[src/rtl/kpce_pkg.sv]
// Key codes, result kinds and widths shared by the keypad cart entry parser.
package kpce_pkg;

	// keypad key codes (ASCII)
	localparam logic [7:0] KEY_ZERO     = 8'h30;
	localparam logic [7:0] KEY_NINE     = 8'h39;
	localparam logic [7:0] KEY_COMPLETE = 8'h43;
	localparam logic [7:0] KEY_CANCEL   = 8'h44;
	localparam logic [7:0] KEY_ADD      = 8'h45;
	localparam logic [7:0] KEY_SWITCH   = 8'h46;

	// field widths
	localparam int unsigned KEY_W   = 8;
	localparam int unsigned LIMIT_W = 16;
	localparam int unsigned VALUE_W = 20;
	localparam int unsigned COUNT_W = 5;
	localparam int unsigned DATA_W  = 48;

	localparam logic [LIMIT_W-1:0] LIMIT_RESET = 16'd1000;

	// result kinds
	typedef enum logic [1:0] {
		EV_ADDED    = 2'd0,
		EV_ADDED_DONE = 2'd1,
		EV_DONE     = 2'd2,
		EV_CANCEL   = 2'd3
	} event_kind_t;

endpackage

[src/rtl/keypad_cart_entry_parser.sv]
// Keypad cart entry parser: key items in, cart entry and completion events out.
// A key accepted into the input register is parsed combinationally; its result, if any,
// is captured in the result register and offered on the master side from there.
// Throughput: one key per cycle while the master side takes results; the input
// register and the result register each hold one item.
// Reset (arst_n low): empty cart, quantity entry, digit_limit back to 1000.
module keypad_cart_entry_parser
	import kpce_pkg::*;
#(
	parameter int unsigned MAX_ITEMS = 16
) (
	input  logic              clk,
	input  logic              arst_n,
	// configuration: digit_limit
	input  logic              cfg_wr_en,
	input  logic [LIMIT_W-1:0] cfg_wr_data,
	// key input
	input  logic              s_tvalid,
	output logic              s_tready,
	input  logic [KEY_W-1:0]  s_tdata,   // [7:0] key_code
	// event output
	output logic              m_tvalid,
	input  logic              m_tready,
	output logic [DATA_W-1:0] m_tdata,   // [19:0] entry_quantity, [39:20] item_number,
	                                     // [44:40] cart_count, [47:45] zero
	output logic [1:0]        m_tuser    // [1:0] event_kind
);

	localparam int unsigned CNT_W = $clog2(MAX_ITEMS + 1);
	localparam logic [CNT_W-1:0] CNT_MAX = CNT_W'(MAX_ITEMS);

	// configuration register
	logic [LIMIT_W-1:0] limit_q;

	// input stage
	logic              s1_valid_q;
	logic [KEY_W-1:0]  key_s1;

	// parser state
	logic              entering_q;
	logic [VALUE_W-1:0] value_q;
	logic [VALUE_W-1:0] held_q;
	logic [CNT_W-1:0]  cnt_q;

	// result register
	logic              out_valid_q;
	event_kind_t       kind_q;
	logic [VALUE_W-1:0] qty_q;
	logic [VALUE_W-1:0] item_q;
	logic [COUNT_W-1:0] count_q;

	// next state and result
	logic              advance;
	logic              emit;
	event_kind_t       kind_d;
	logic [VALUE_W-1:0] qty_d;
	logic [VALUE_W-1:0] item_d;
	logic [CNT_W-1:0]  cnt_res;
	logic              entering_d;
	logic [VALUE_W-1:0] value_d;
	logic [VALUE_W-1:0] held_d;
	logic [CNT_W-1:0]  cnt_d;
	logic              is_digit;
	logic              full;
	logic [VALUE_W-1:0] digit_value;

	// the parse stage moves when the result slot is free or being emptied
	assign advance  = s1_valid_q && (!out_valid_q || m_tready);
	assign s_tready = !s1_valid_q || advance;

	assign is_digit = (key_s1 >= KEY_ZERO) && (key_s1 <= KEY_NINE);
	assign full     = (cnt_q >= CNT_MAX);
	// value * 10 + digit; value < 65536 here, so 20 bits hold it
	assign digit_value = (value_q << 3) + (value_q << 1)
		+ VALUE_W'(key_s1 - KEY_ZERO);

	// key decode
	always_comb begin
		emit       = 1'b0;
		kind_d     = EV_ADDED;
		qty_d      = '0;
		item_d     = '0;
		cnt_res    = '0;
		entering_d = entering_q;
		value_d    = value_q;
		held_d     = held_q;
		cnt_d      = cnt_q;
		if (full) begin
			if (key_s1 == KEY_CANCEL) begin
				emit   = 1'b1;
				kind_d = EV_CANCEL;
			end else if (key_s1 == KEY_COMPLETE) begin
				emit    = 1'b1;
				kind_d  = EV_DONE;
				cnt_res = cnt_q;
			end
			if (emit) begin
				entering_d = 1'b0;
				value_d    = '0;
				held_d     = '0;
				cnt_d      = '0;
			end
		end else if (is_digit && (value_q < VALUE_W'(limit_q))) begin
			value_d = digit_value;
		end else if (key_s1 == KEY_CANCEL) begin
			emit       = 1'b1;
			kind_d     = EV_CANCEL;
			entering_d = 1'b0;
			value_d    = '0;
			held_d     = '0;
			cnt_d      = '0;
		end else if (!entering_q) begin
			if (key_s1 == KEY_SWITCH) begin
				held_d     = value_q;
				value_d    = '0;
				entering_d = 1'b1;
			end
		end else if (key_s1 == KEY_ADD) begin
			emit       = 1'b1;
			kind_d     = EV_ADDED;
			qty_d      = held_q;
			item_d     = value_q;
			cnt_res    = cnt_q + 1'b1;
			cnt_d      = cnt_q + 1'b1;
			entering_d = 1'b0;
			value_d    = '0;
			held_d     = '0;
		end else if (key_s1 == KEY_COMPLETE) begin
			emit       = 1'b1;
			kind_d     = EV_ADDED_DONE;
			qty_d      = held_q;
			item_d     = value_q;
			cnt_res    = cnt_q + 1'b1;
			entering_d = 1'b0;
			value_d    = '0;
			held_d     = '0;
			cnt_d      = '0;
		end
	end

	// configuration register
	always_ff @(posedge clk or negedge arst_n) begin
		if (!arst_n) begin
			limit_q <= LIMIT_RESET;
		end else if (cfg_wr_en) begin
			limit_q <= cfg_wr_data;
		end
	end

	// input stage
	always_ff @(posedge clk or negedge arst_n) begin
		if (!arst_n) begin
			s1_valid_q <= 1'b0;
		end else if (s_tready) begin
			s1_valid_q <= s_tvalid;
		end
	end

	always_ff @(posedge clk) begin
		if (s_tready && s_tvalid) begin
			key_s1 <= s_tdata;
		end
	end

	// parser state
	always_ff @(posedge clk or negedge arst_n) begin
		if (!arst_n) begin
			entering_q <= 1'b0;
			value_q    <= '0;
			held_q     <= '0;
			cnt_q      <= '0;
		end else if (advance) begin
			entering_q <= entering_d;
			value_q    <= value_d;
			held_q     <= held_d;
			cnt_q      <= cnt_d;
		end
	end

	// result register
	always_ff @(posedge clk or negedge arst_n) begin
		if (!arst_n) begin
			out_valid_q <= 1'b0;
		end else if (advance) begin
			out_valid_q <= emit;
		end else if (m_tready) begin
			out_valid_q <= 1'b0;
		end
	end

	// cart_count carries the low bits of the count
	always_ff @(posedge clk) begin
		if (advance && emit) begin
			kind_q  <= kind_d;
			qty_q   <= qty_d;
			item_q  <= item_d;
			count_q <= COUNT_W'(cnt_res);
		end
	end

	assign m_tvalid = out_valid_q;
	assign m_tuser  = kind_q;
	assign m_tdata  = {3'b000, count_q, item_q, qty_q};

	// the cart never holds more than MAX_ITEMS entries
	a_cnt_bound: assert property (@(posedge clk) disable iff (!arst_n)
		cnt_q <= CNT_MAX)
		else $error("entry count above MAX_ITEMS");

	// a cancel or a completion leaves an empty cart in quantity entry
	a_restart: assert property (@(posedge clk) disable iff (!arst_n)
		(advance && emit && (kind_d != EV_ADDED)) |=>
		(cnt_q == '0) && !entering_q && (value_q == '0) && (held_q == '0))
		else $error("cart not restarted after completion or cancel");

	// a cancel event carries no entry and an empty count
	a_cancel_zero: assert property (@(posedge clk) disable iff (!arst_n)
		(out_valid_q && (kind_q == EV_CANCEL)) |->
		(qty_q == '0) && (item_q == '0) && (count_q == '0))
		else $error("cancel event with nonzero payload");

	// a pending result is never overwritten before it is taken
	a_hold: assert property (@(posedge clk) disable iff (!arst_n)
		(out_valid_q && !m_tready) |=> out_valid_q && $stable(qty_q) && $stable(item_q))
		else $error("pending result lost");

	// the input stage only stalls on a held key while a pending result is not taken
	a_stall: assert property (@(posedge clk) disable iff (!arst_n)
		!s_tready |-> (s1_valid_q && out_valid_q && !m_tready))
		else $error("input stalled without cause");

endmodule

[config.mk]
export PLATFORM = sky130hd
export DESIGN_NAME = keypad_cart_entry_parser
export DESIGN_NICKNAME = d
export VERILOG_FILES = /design/src/rtl/kpce_pkg.sv /design/src/rtl/keypad_cart_entry_parser.sv
export SDC_FILE = /design/constraint.sdc
export NUM_CORES = 1
export LEC_CHECK = 0
export ABC_AREA = 1
export BUFFER_PORTS_ARGS = -buffer_cell sky130_fd_sc_hd__clkbuf_2
export CORE_AREA = 5 5 131 133
export CTS_CLUSTER_SIZE = 25
export DETAILED_ROUTE_END_ITERATION = 8
export DIE_AREA = 0 0 136 138
export PLACE_DENSITY_LB_ADDON = 0.3
export SLEW_MARGIN = 10
export SYNTH_ARGS = -nofsm -noshare
export SYNTH_HDL_FRONTEND = slang
export SYNTH_SLANG_ARGS = --single-unit
[constraint.sdc]
create_clock -name clk -period 5.2 [get_ports clk]
set_input_delay 0.52 -clock clk [delete_from_list [all_inputs] [get_ports clk]]
set_output_delay 0.52 -clock clk [all_outputs]
set_load 0.1 [all_outputs]
Word level (Yosys, flattened, before mapping)
Cells that the tools add are included.
- mux-type cells: 58
- add/sub/neg operators: 4
- equality and inequality tests: 8
- bitwise operators: 1
- reductions and logical operators: 19
- magnitude comparators: 4
- operators with widths (operator ; count):
    2-to-1 mux 20 bit ; 17
    2-to-1 mux 5 bit ; 15
    adder 20 bit ; 2
    == test 8 x 7 -> 1 bit (second input constant) ; 4
    2-to-1 mux 1 bit ; 21
    < comparator 20 x 16 -> 1 bit ; 1
    2-to-1 mux 2 bit ; 5
    AND reduction 5 bit ; 2
    subtractor 8 x 6 -> 9 bit (second input constant) ; 1
    greater-or-equal comparator 8 x 6 -> 1 bit (second input constant) ; 1
    <= comparator 8 x 6 -> 1 bit (second input constant) ; 1
    nonzero test 4 bit ; 2
    != test 6 x 1 -> 1 bit (second input constant) ; 1
    adder 5 x 1 -> 5 bit (second input constant) ; 1
    greater-or-equal comparator 5 bit (second input constant) ; 1
    logical AND 1 bit ; 5
    != test 5 x 1 -> 1 bit (second input constant) ; 1
    nonzero test 5 bit ; 1
    AND reduction 4 bit ; 1
    OR reduction 4 bit ; 1
    AND reduction 3 bit ; 1
    nonzero test 3 bit ; 1
    logical NOT 1 bit ; 2
    logical OR 1 bit ; 2
    4 further kinds ; 4
- register bits: 119
- input port bits: 29
- output and inout bits: 52
- logic and storage cells: 106

Logic depth before layout (Yosys ltp)
Gate-level depths: netlist of run 1.
- depth after elaboration: 8
- depth in mapped cells: 16
- depth with buffers taken out: 16

Worst setup path before layout of run 1
No wires, ideal clock.
- path kind: register -> register
- start: register key_s1[4]
- end: register value_q[19]
- setup slack: 2.355 ns
- arrival time: 2.768 ns
- required time: 5.124 ns
- stages on the path, launching flop included: 16
- clock period less this slack: 2.845 ns
- library setup time: 0.076 ns
- cells stage by stage: edfxtp_1 -> ha_1 -> inv_1 -> nand2_1 -> inv_1 -> fa_1 -> ha_1 -> nand2_1 -> inv_1 -> a21oi_1 -> nand3_1 -> nand2_1 -> nand2_1 -> nand2_1 -> nand3_1 -> o21ai_1
- longest elaborated chain between the ends: 6
- elaborated cells on any way between the ends: 22
- classes of those cells: 2 x add/sub; 2 x order compare; 6 x eq/ne; 8 x mux; 4 x reduce/logical
- RTL lines (what ; line ; source):
    start, declared ; keypad_cart_entry_parser.sv:37 ; logic [KEY_W-1:0] key_s1;
    start signal, assigned ; keypad_cart_entry_parser.sv:161 ; key_s1 <= s_tdata;
    branches (longest 6 deep; another with adder 20 bit) ; n/a ;
    end signal, assigned ; keypad_cart_entry_parser.sv:174 ; value_q <= value_d;
    end, declared ; keypad_cart_entry_parser.sv:41 ; logic [VALUE_W-1:0] value_q;
Several ways; the timed one is not identified. The select of a mux whose other input is x is not followed.
A chain may end at the register's enable or synchronous reset.

Worst setup path in the final report of run 1
Same ends and word-level chain as after synthesis.

==> results.md, run 1 <==
* Achievable Freq at between 0.2 and 0.3 GHz
* P per Cell Area at approximately 480 nW/um2
* Drt first pass iters at 4
* Place WS at 1.81 ns
* Met1 Wirelength at roughly 7.4 mm
* Row count at between 40 and 50
* Buffer count from post-CTS setup fixing at 0
* RSZ-0062 raised after global routing: no
* Outcome: finished clean
* # Max-Cap Violations at 0
* Avg Cell Area, Syn at slightly below 9 um2
* Top sig layer: met4
* Core area at around 16000 um2
* Routed vias/inst at between 4 and 5
* Vias at 5221
* Overflow left after global routing at 0
* P&R area growth vs syn at 16.3%
* Routed WL at between 15 and 20 mm
* #FFs+latches synth at roughly 120
* FF+latch area at approximately 3300 um2
* Unique cell type count in the Yosys netlist at 38
* ANT nets after route at 0
* Finish-stage setup viols at 0
* Slew Viols, Final at 0
* Nets at ~950
* WL met3 at 765 um
* TritonCTS clock tree: yes
* Post-CTS Resized at 0
* Leakage Power at 0.00383 uW
* Final hold vios at 0
* Vias in the first global route at about 4900
* Antenna cells at 0
* Metal2 WL at between 6 and 7 mm
* DRC violations left at 0
* Root Driver: clkbuf_16
* Crit path DAT at roughly 3.7 ns
* Synthesized cell area at around 7000 um2
* Hpwl dp at around 11 mm
* Post-synthesis sequential area ratio at 0.467
* Setup WS post-layout at between 1.5 and 2 ns
* Final GP Congestion at approximately 0.93
* Slew margin rel. at 0.338
* Type of origin of the critical path: register
* Cells on worst reg2reg path at 15
* Crit share post-route at 0.646
* Largest net degree at the start of global routing at between 50 and 60
* Setup crit end kind: register
* Wire per inst at around 14 um
* Fin Clk Skew at around 0.0086 ns
* Worst-Skew Late Latency at ~0.42 ns
* Peak VDD IR at 0.000243 V
* Tmin final at about 3.4 ns
* Fillcell total at ~1400
* Top-Level Pins at 81
* Reg2reg end: value_q[19]$_DFFE_PN0P_
* CP max FO at 12
* Data required, critical path at ~5.5 ns
* Setup TNS Final at 0 ns
* Die area at 18800 um2
* Gr usage total at 0.170
* Hold_ws at between 0.15 and 0.2 ns
* Starting DRT DRC Count at roughly 390
* Die height at ~140 um
* Post-synth EDFFs at 55
* Synth Warn # at 0
* Initial antenna violation count at 0
* Share of cells above drive strength 1 at 0.209
* WS Path Type: reg2reg
* Port Buf Inserts at 77
* Starting Density at 0.445
* CTS Buf Count at 17
* Area occupied by multi-input gates at ~3100 um2
* First-pass GRT wire length at around 25 mm
* Width of the die at ~140 um
* Sink Count at around 120
* CTS Buffer Depth at 2
* Flop2flop setup slack at 1.84 ns
* Worst-Margin Slew at 0.993 ns
* Cells after Synth at just under 800
* Asr flop ratio synth at 0.538
* Ys flop type: dfrtp_1
* HP Class: in2async
* FF-to-FF Start: key_s1[4]$_DFFE_PP_
* Clock-pin slew on the worst setup and hold paths at 0.05 ns
* H-tree levels at 4
* CTS Hold Bufs at 0
layer usage:
layer,global-route usage,vias to the layer above
li1,-,2685
met1,0.246,2385
met2,0.253,130
met3,0.0348,21
met4,0.0584,0
met5,0,-
kinds of logic after synthesis:
group | Yosys count | share of synthesized area
and+or+nand+nor | 355 | 0.228
buffers and inverters | 144 | 0.0861
DFF | 119 | 0.467
AOI/OAI and AO/OA | 95 | 0.0843
adders and majority gates | 55 | 0.117
xor gates and xnor gates | 13 | 0.0163
other | 1 | 0.000537
muxes | 1 | 0.00161
per-stage QoR:
| stage | util | area (um2) | total power [uW] | std cells |
|---|---|---|---|---|
| 2_1_floorplan | - | 6990 | 2360 | 785 |
| 3_3_place_gp | 0.479 | 7530 | 2690 | 1060 |
| 3_5_place_dp | 0.479 | 7530 | 2690 | 1060 |
| 4_1_cts | 0.517 | 8130 | 3910 | 1091 |
| 5_1_grt | 0.517 | 8130 | 4160 | 1091 |
| 6_report | 0.517 | 8130 | 3880 | 1091 |
worst max-delay path: stages (launching register included):
cell and delay (ns):
edfxtp_1 0.41, ha_1 0.28, inv_1 0.09, nand2_1 0.07, inv_1 0.47, fa_1 0.54, ha_1 0.36, nand2_1 0.17
inv_1 0.05, a21oi_1 0.20, nand3_1 0.18, nand2_1 0.12, nand2_1 0.06, nand2_1 0.06, nand3_1 0.07, o21ai_1 0.13
worst max path at each step:
stage                   startpoint                 endpoint  cells after the start
3_5_place_dp   key_s1[4]$_DFFE_PP_  value_q[19]$_DFFE_PN0P_                     15
4_1_cts        key_s1[4]$_DFFE_PP_  value_q[19]$_DFFE_PN0P_                     15
2_1_floorplan  key_s1[4]$_DFFE_PP_  value_q[19]$_DFFE_PN0P_                     15
5_1_grt        key_s1[4]$_DFFE_PP_  value_q[19]$_DFFE_PN0P_                     15
6_report       key_s1[4]$_DFFE_PP_  value_q[19]$_DFFE_PN0P_                     15
3_3_place_gp   key_s1[4]$_DFFE_PP_  value_q[19]$_DFFE_PN0P_                     15
synth_stat cells (3+ instances only):
master    count  area [um2]
nand2_1     167         627
inv_1       113         424
nor2_1       77         289
nand3_1      59         295
dfrtp_1      58        1450
edfxtp_1     55        1650
ha_1         38         475
o21ai_0      33         165
o21ai_2      24         210
nand2_2      22         138
a21oi_1      21         105
fa_1         17         340
clkbuf_1     11        41.3
inv_2        10        37.5
o21ai_1       9        45.0
xor2_1        8        70.1
nand4_1       7        43.8
nor2_2        7        43.8
buf_6         6        67.6
dfstp_2       6         158
nor3_1        5        25.0
xnor2_1       5        43.8
buf_4         3        22.5
nand3b_1      3        22.5
final cells by class:
| type | count | share of cell area |
|---|---|---|
| Sequential cell | 119 | 0.401 |
| Multi-Input combinational cell | 522 | 0.385 |
| Inverter | 124 | 0.0579 |
| Clock buffer | 20 | 0.0537 |
| Timing Repair Buffer | 79 | 0.0493 |
| Tap cell | 216 | 0.0333 |
| Clock inverter | 11 | 0.0194 |
flip-flops by register name, summed over array words and instances, names as in the netlist:
register,count
m_tuser,2
key_s1,8
limit_q,16
entering_q,1
cnt_q,5
count_q,5
s1_valid_q,1
value_q,20
qty_q,20
held_q,20
item_q,20
m_tvalid,1
cells in the final DEF, fill, tap and decap left out, types with 2 or more instances in the layout:
cell	netlist	routed
a21o_1	2	2
a21oi_1	21	21
buf_4	3	2
bufinv_16	0	4
clkbuf_1	11	3
clkbuf_16	0	17
clkbuf_2	0	77
clkinv_1	0	4
clkinv_4	1	3
conb_1	1	3
dfrtp_1	58	58
dfstp_2	6	6
edfxtp_1	55	55
fa_1	17	17
ha_1	38	38
inv_1	113	113
inv_2	10	10
nand2_1	167	167
nand2_2	22	22
nand2_4	2	2
nand3_1	59	59
nand3_2	2	2
nand3_4	2	2
nand3b_1	3	3
nand4_1	7	7
nor2_1	77	77
nor2_2	7	7
nor3_1	5	5
o21ai_0	33	33
o21ai_1	9	9
o21ai_2	24	24
o31ai_1	2	2
xnor2_1	5	5
xor2_1	8	8
power breakdown:
group / switching [uW] / internal [uW] / leakage, uW
combinational: 877 / 518 / 0.00218
clock: 399 / 791 / 0.000288
sequential: 190 / 1100 / 0.00136
total: 1470 / 2410 / 0.00383
(Power assumes the default switching activity.)
==> run 2, diff against run 1 <==
- clock period: 5.2 -> 2.7 ns (I/O delays scaled with it)
==> run 2 against run 1 <==
The run now ends with setup timing left. Global-route usage increased by 0.55 points. Final cell count up 3.8%. Hold slack lost 0.17 ns. Total power increased by 120%. Utilization up 4.1 points. Critical path type unchanged. Critical endpoint unchanged. Largest cell class is now multi-input combinational cells.
==> results.md, run 2 (synthesized netlist as in run 1, its figures left out) <==
* Die height at 138 um (unchanged)
* Gr usage total at 0.175 (was 0.170)
* Fin Clk Skew at 0.0109 ns (was 0.00857 ns)
* Starting Density at 0.445 (unchanged)
* Vias at 5471 (was 5221)
* Hold_ws at 0.0287 ns (was 0.200 ns)
* Fillcell total at 1386 (was 1443)
* Worst-Margin Slew at 0.857 ns (was 0.993 ns)
* Die area at 18800 um2 (unchanged)
* Starting DRT DRC Count at 400 (was 391)
* CTS Hold Bufs at 0 (unchanged)
* Crit path DAT at 3.08 ns (was 3.70 ns)
* Port Buf Inserts at 77 (unchanged)
* P&R area growth vs syn at 25.5% (was 16.3%)
* # Max-Cap Violations at 0 (unchanged)
* P per Cell Area at 968 nW/um2 (was 477 nW/um2)
* Drt first pass iters at 5 (was 4)
* DRC violations left at 0 (unchanged)
* Initial antenna violation count at 0 (unchanged)
* Slowest-stage cell, CP: fa_1 (unchanged)
* RSZ-0062 raised after global routing: yes (was no)
* Commonest cells after routing, fill and taps aside: nand2_1, inv_1, clkbuf_2 (was nand2_1, inv_1, nor2_1, clkbuf_2, nand3_1)
* CTS Buffer Depth at 2 (unchanged)
* Routed vias/inst at 4.83 (was 4.79)
* Vias in the first global route at 5292 (was 4928)
* Clock-pin slew on the worst setup and hold paths at 0.06 ns (was 0.05 ns)
* Final GP Congestion at 0.979 (was 0.929)
* Largest net degree at the start of global routing at 65 (was 52)
* Share of cells above drive strength 1 at 0.318 (was 0.209)
* Core area at 15700 um2 (unchanged)
* FF+latch area at 3260 um2 (unchanged)
* Data required, critical path at 3.04 ns (was 5.54 ns)
* Final hold vios at 0 (unchanged)
* Setup TNS Final at -0.0687 ns (was 0 ns)
* Nets at 987 (was 947)
* Post-route cell area at 8770 um2 (was 8130 um2)
* Failing checks: setup timing
* Wire per inst at 14.1 um (was 14.0 um)
* WS Path Type: reg2reg (unchanged)
* H-tree levels at 4 (unchanged)
* Sink Count at 119 (unchanged)
* CP max FO at 12 (unchanged)
* CTS Buf Count at 17 (unchanged)
* Root Driver: clkbuf_16 (unchanged)
* Leakage Power at 0.00405 uW (was 0.00383 uW)
* Fin cells at 1132 (was 1091)
* Antenna cells at 0 (unchanged)
* Achievable Freq at 0.365 GHz (was 0.298 GHz)
* Finish-stage setup viols at 3 (was 0)
* Final Power at 8490 uW (was 3880 uW)
* Peak VDD IR at 0.000542 V (was 0.000243 V)
* Worst-Skew Late Latency at 0.42 ns (about the same)
* Area occupied by multi-input gates at 3470 um2 (was 3130 um2)
* TritonCTS clock tree: yes (unchanged)
* Top-Level Pins at 81 (unchanged)
* ANT nets after route at 0 (unchanged)
* Row count at 46 (unchanged)
* Tmin final at 2.74 ns (was 3.36 ns)
* Hpwl dp at 11.5 mm (was 11.4 mm)
* HP Class: in2reg (was in2async)
* CP max stage delay at 0.53 ns (was 0.54 ns)
* Width of the die at 136 um (unchanged)
* Family with the most delay on the worst path: adder cells (unchanged)
* Cell area after placement at 7860 um2 (was 7530 um2)
* CP Buf/Inv Count at 3 (unchanged)
* Setup WS post-layout at -0.0369 ns (was 1.84 ns)
* Overflow left after global routing at 0 (unchanged)
* Routed WL at 16.0 mm (was 15.3 mm)
* Cell total after placement at 1096 (was 1060)
* Slew margin rel. at 0.429 (was 0.338)
* Commonest non-fill, non-tap cell in the layout: nand2_1 (unchanged)
* First-pass GRT wire length at 26.2 mm (was 25.3 mm)
* Outcome: finished, violations left (was finished clean)
* Slew Viols, Final at 0 (unchanged)
* Setup crit end kind: register (unchanged)
* Worst path cell trace: ha_2 > inv_2 > nand2_2 > clkinvlp_4 > buf_12 > fa_1 > ha_4 > nand2_1 > o21ai_0 > a21oi_1 > nand3b_1 > nand3_1 > o21ai_1 (was ha_1 > inv_1 > nand2_1 > inv_1 > fa_1 > ha_1 > nand2_1 > inv_1 > a21oi_1 > nand3_1 > nand2_1 > nand2_1 > nand2_1 > nand3_1 > o21ai_1)
* Crit share post-route at 1.01 (was 0.646)
* Type of origin of the critical path: register (unchanged)
-- run 2: path summary, 6_finish.rpt --
kind / from / endpoint / slack (ns) / cells past startpoint
worst max-delay path: key_s1[4]$_DFFE_PP_ / value_q[19]$_DFFE_PN0P_ / -0.04 / 13
worst min-delay path: s_tdata[5] / key_s1[5]$_DFFE_PP_ / 0.03 / 1
worst max register to register: key_s1[4]$_DFFE_PP_ / value_q[19]$_DFFE_PN0P_ / -0.04 / 13
worst min register to register: held_q[8]$_DFFE_PN0P_ / held_q[8]$_DFFE_PN0P_ / 0.48 / 2
max in group asynchronous: arst_n / held_q[4]$_DFFE_PN0P_ / 2.09 / 2
min in group asynchronous: arst_n / held_q[16]$_DFFE_PN0P_ / 0.05 / 2
-- run 2: per-stage QoR --
| stage | setup WS [ns] | utilization |
|---|---|---|
| after global routing | -0.232 | 0.558 |
| after detailed placement | -0.223 | 0.500 |
| after CTS | -0.00245 | 0.548 |
| after floorplan | 0.00187 | - |
| final | -0.0369 | 0.558 |
| after global placement | -0.217 | 0.500 |
-- run 2: area by class of cell --
type,instances,share of cell area
clock inverters,12,0.0117
flip-flops and latches,119,0.372
well taps,216,0.0308
inverters,124,0.0541
multi-input cells,522,0.396
clock buffers,20,0.0509
repair buffers,119,0.0842
-- run 2: worst reg2reg max path, cell delays in order, from the launching register on --
cell	delay, ns
edfxtp_1	0.35
ha_2	0.19
inv_2	0.04
nand2_2	0.09
clkinvlp_4	0.10
buf_12	0.16
fa_1	0.54
ha_4	0.32
nand2_1	0.09
o21ai_0	0.31
a21oi_1	0.14
nand3b_1	0.11
nand3_1	0.08
o21ai_1	0.15
-- run 2: what timing repair did --
item                                    in CTS  in global routing
cloned                                       0                  0
endpoints found under the setup margin      13                 12
pin swaps                                    7                 13
buffers inserted                             2                  2
gates resized for setup                     27                 40
-- run 2: power breakdown --
part	internal, uW	leakage (uW)	switching (uW)	total (uW)
Combinational	1760	0.00243	2170	3930
Clock	1280	0.000262	825	2110
Sequential	2120	0.00136	320	2440
-- run 2: metal layers --
layer / share of wire / global-route usage / routed length, um
met5: 0 / 0 / 0
met4: 0.021 / 0.0594 / 339
met3: 0.063 / 0.0381 / 1010
met2: 0.46 / 0.277 / 7390
met1: 0.45 / 0.239 / 7250
